--- src/rtl/ssm_ram.sv ---
// Generic single-write, single-read RAM with a registered read port.
// Standalone; no package dependencies.
`default_nettype none

module ssm_ram #(
   parameter int WIDTH = 8,
   parameter int DEPTH = 256
) (
   input  wire logic                             clock,
   input  wire logic                             wr_en,
   input  wire logic [$clog2(DEPTH)-1:0]         wr_addr,
   input  wire logic [WIDTH-1:0]                 wr_data,
   input  wire logic                             rd_en,
   input  wire logic [$clog2(DEPTH)-1:0]         rd_addr,
   output      logic [WIDTH-1:0]                 rd_data
);

   logic [WIDTH-1:0] mem_ff [DEPTH];
   logic [WIDTH-1:0] rd_data_ff;

   always_ff @(posedge clock) begin
      if (wr_en) begin
         mem_ff[wr_addr] <= wr_data;
      end
      if (rd_en) begin
         rd_data_ff <= mem_ff[rd_addr];
      end
   end

   assign rd_data = rd_data_ff;

endmodule

`default_nettype wire

--- config.mk ---
export PLATFORM = sky130hd
export DESIGN_NAME = ssm_ram
export DESIGN_NICKNAME = d
export VERILOG_FILES = /design/src/rtl/ssm_ram.sv
export SDC_FILE = /design/constraint.sdc
export NUM_CORES = 2
export LEC_CHECK = 0
export ABC_CLOCK_PERIOD_IN_PS = 6950
export BUFFER_PORTS_ARGS = -buffer_cell sky130_fd_sc_hd__buf_2
export CAP_MARGIN = 10
export CORE_UTILIZATION = 35
export DETAILED_ROUTE_END_ITERATION = 8
export GPL_TIMING_DRIVEN = 0
export MAX_ROUTING_LAYER = met4
export PLACE_DENSITY = 0.47
export SETUP_SLACK_MARGIN = 0.05
export SYNTH_ARGS = -nofsm -noshare
export SYNTH_HDL_FRONTEND = slang
export SYNTH_SLANG_ARGS = --single-unit
--- constraint.sdc ---
create_clock -name clock -period 6.95 [get_ports clock]
set_clock_uncertainty 0.1 [all_clocks]
set_input_delay 1.39 -clock clock [delete_from_list [all_inputs] [get_ports clock]]
set_output_delay 1.39 -clock clock [all_outputs]
set_load 0.01 [all_outputs]
==> run metrics <==
cell type with the highest aggregate area in the netlist sky130_fd_sc_hd__edfxtp_1; series of cell instances along the critical path buf_2 > buf_2 > buf_2 > nor2_1 > clkbuf_1 > a22oi_1 > a21oi_1 > nor4_1 > nor4_2; cell count after synthesis 3733; core area 226000 um2; first-pass iteration count of the detailed router 6; violation count after the first detailed-routing iteration 5385; Top-Level Pins 35; fraction of synthesized area in multiplexers 0.146; clock buffer depth 3; total area of sequential cells around 62000 um2; mean instance size in the synthesized netlist about 21 um2; Cell variety after synth 54; crit-path most repeated cell sky130_fd_sc_hd__buf_2; standby leakage power 27.8 nW; share of the clock period used by the worst path 0.834; Worst setup SP type input pin; Final Hold Violating Endpoints 0; largest vdd supply drop around 250 uV; number of routed nets with antenna violations 0; area share of the largest cell type after synthesis 0.775; Max Slew Vio Count 0; total vias in the final route 41300; xor and xnor area share after synthesis 0; Root Driver sky130_fd_sc_hd__clkbuf_16; RSZ-0062 raised after global routing no; H-tree levels 4; number of DRC violations after detailed routing 0; area enclosed by the die boundary 229000 um2; slack of the worst reg-to-reg path 2.87 ns; number of nets in the synthesized netlist ~3800; WL/cell 37.5 um; HPWL after detailed placement 180000 um; endpoint kind of the worst setup timing path flip-flop; Post-Synth Adder-Cell Area 0; synthesized flop and latch total 2056; sequential-to-total area share from yosys stat 0.775; Final Power 26.4 mW; residual overflow from global routing 0; number of global-route vias before repair 40600; Post-synth EDFFs 2056; maximum number of pins on one net before global-route repair about 150; Hold Worst Slack about 0.71 ns; Layout Cell Area excl Fill a little over 90000 um2; cell area after placement approximately 84000 um2; CTS-repair resized insts 0; first element of the critical path rd_addr[2]; initial antenna violation count 26; effective utilization at floorplan 0.353; endpoint of the lowest-slack register-to-register path rd_data[5]; Clock Latency Late Sink 0.87 ns; routability congestion estimate 0.926; most common cell in the synthesized netlist sky130_fd_sc_hd__edfxtp_1; overall global routing resource usage 0.242; ranking of synthesized cells by area sky130_fd_sc_hd__edfxtp_1 78%, sky130_fd_sc_hd__mux4_2 13%, sky130_fd_sc_hd__mux2i_1 1.7%; hold bufs inserted after CTS 0; per-cell via count in the routed design 5.73; violations in the final reports max-capacitance violations; Critical Path RT 7.35 ns; number of nets in the layout 4044; final setup TNS 0 ns; Slew @ Worst Pin roughly 1.5 ns; ranking of synthesized cells by instance count 2056 x sky130_fd_sc_hd__edfxtp_1, 454 x sky130_fd_sc_hd__mux4_2, 282 x sky130_fd_sc_hd__nor2_1, 134 x sky130_fd_sc_hd__mux2i_1, 133 x sky130_fd_sc_hd__a22oi_1; async set-reset flop share out of synthesis 0; time the worst path needs with I/O delays and setup slightly below 6 ns; largest family of logic cells by synthesized area multiplexers; Filler cells 20200; drt total wl between 200000 and 300000 um; Critical Path Fanout Max 10; crit path max-delay cell type sky130_fd_sc_hd__nor4_1; Slew HR 0.00377; number of clock sinks 2056; outcome finished, violations left; wire length of the first global-routing pass ~360000 um; GR Util met1 0.331; Syn-to-layout area delta 14.4%; share of synthesized cell area in and, or, nand and nor gates 0.0263; cts bufs inserted 214; final setup violating endpoints 0; chip width 479 um; layout cell share with drive strength beyond 1 0.230; Worst Path Arrival 6.19 ns; Worst-path clk slew 0.06 ns; height of the chip 479 um; FF-to-FF path depth 6; dpl ws 0.0854 ns; most frequently used flop master after synthesis sky130_fd_sc_hd__edfxtp_1; post-CTS setup buffer count 0; site row count 174; worst r2r src mem_ff[83][5]; PwrDens between 200 and 300 nW/um2; Setup CP Type in -> reg; Post-Synthesis Cell Area 79600 um2; clock tree from TritonCTS built; Port Buf Inserts 27; area of the multi-input gates 16500 um2; destination of the critical timing path rd_data[2]; GR met3 Demand/Resource 0.0437; layer with the highest usage after global routing met2; Max stage delay on crit path ~1.2 ns; Max Clk Rate 173 MHz; path category of the worst min-delay check in -> reg; max cap viols 1; met2 track utilization from global routing 0.363; compound-cell area share of the yosys netlist 0.0342; minimum setup slack in the final design 1.15 ns; number of warning messages in the yosys log 0
how the worst min path moves through the flow:
stage,from,to,slack (ns),cells past startpoint
after global routing,wr_data[2],mem_ff[70][2],0.68,1
final,wr_data[2],mem_ff[70][2],0.71,1
after CTS,wr_data[2],mem_ff[70][2],0.65,1
after detailed placement,mem_ff[151][4],rd_data[4],1.43,6
after floorplan,mem_ff[40][3],rd_data[3],0.76,6
after global placement,mem_ff[180][1],rd_data[1],1.46,6
cells in the final DEF (no fill, tap or decap), types with 31 or more instances in the layout:
cell / synthesis / layout
sky130_fd_sc_hd__buf_2: 31 / 58
sky130_fd_sc_hd__edfxtp_1: 2056 / 2056
sky130_fd_sc_hd__nor2b_1: 31 / 31
sky130_fd_sc_hd__buf_4: 27 / 31
sky130_fd_sc_hd__nand3_1: 34 / 34
sky130_fd_sc_hd__nand2_1: 33 / 33
sky130_fd_sc_hd__mux2i_1: 134 / 134
sky130_fd_sc_hd__clkinv_2: 0 / 43
sky130_fd_sc_hd__mux4_2: 454 / 454
sky130_fd_sc_hd__clkbuf_1: 111 / 130
sky130_fd_sc_hd__o221ai_1: 46 / 46
sky130_fd_sc_hd__a21oi_1: 96 / 96
sky130_fd_sc_hd__nor2_1: 282 / 280
sky130_fd_sc_hd__clkinv_1: 1 / 57
sky130_fd_sc_hd__clkbuf_16: 0 / 215
sky130_fd_sc_hd__a22oi_1: 133 / 133
sky130_fd_sc_hd__buf_8: 13 / 34
power by group:
group	switching [mW]	leakage, nW	internal (mW)
Combinational	1.10	6.06	0.457
Sequential	0.00739	18.5	13.7
Clock	4.96	3.28	6.23
metrics by stage:
step | cells | util
after CTS | 7181 | 0.404
after global placement | 6752 | 0.370
after floorplan | 3733 | -
after detailed placement | 6789 | 0.374
final | 7200 | 0.404
after global routing | 7193 | 0.404
critical path, delay by kind of cell:
family	cells	cell delay [ns]
buffers and inverters	4	2.14
AO/OA/AOI/OAI	2	0.66
AND/OR/NAND/NOR	3	1.93
flip-flops by register name, summed over array words and instances, names as in the netlist:
signal   count
rd_data      8
mem_ff    2048
final cells by class:
type / instances / area share
Antenna cell: 15 / 0.000412
Buffer: 233 / 0.0163
Clock buffer: 259 / 0.0609
Clock inverter: 133 / 0.0126
Inverter: 2 / 0.0000824
Multi-Input combinational cell: 1442 / 0.181
Sequential cell: 2056 / 0.678
Tap cell: 2992 / 0.0411
Timing Repair Buffer: 68 / 0.0102
layer usage:
metal | wire (um) | up-vias
met3 | 19600 | 407
met2 | 125000 | 1808
met1 | 115000 | 22700
li1 | - | 16300
met4 | 10100 | 0
met5 | 0 | -
cells by family after synthesis:
| group | Yosys count |
|---|---|
| buf+inv | 235 |
| mux | 591 |
| compound gates | 385 |
| flops | 2056 |
| simple gates | 466 |
Power figures use the tool's default switching activity.
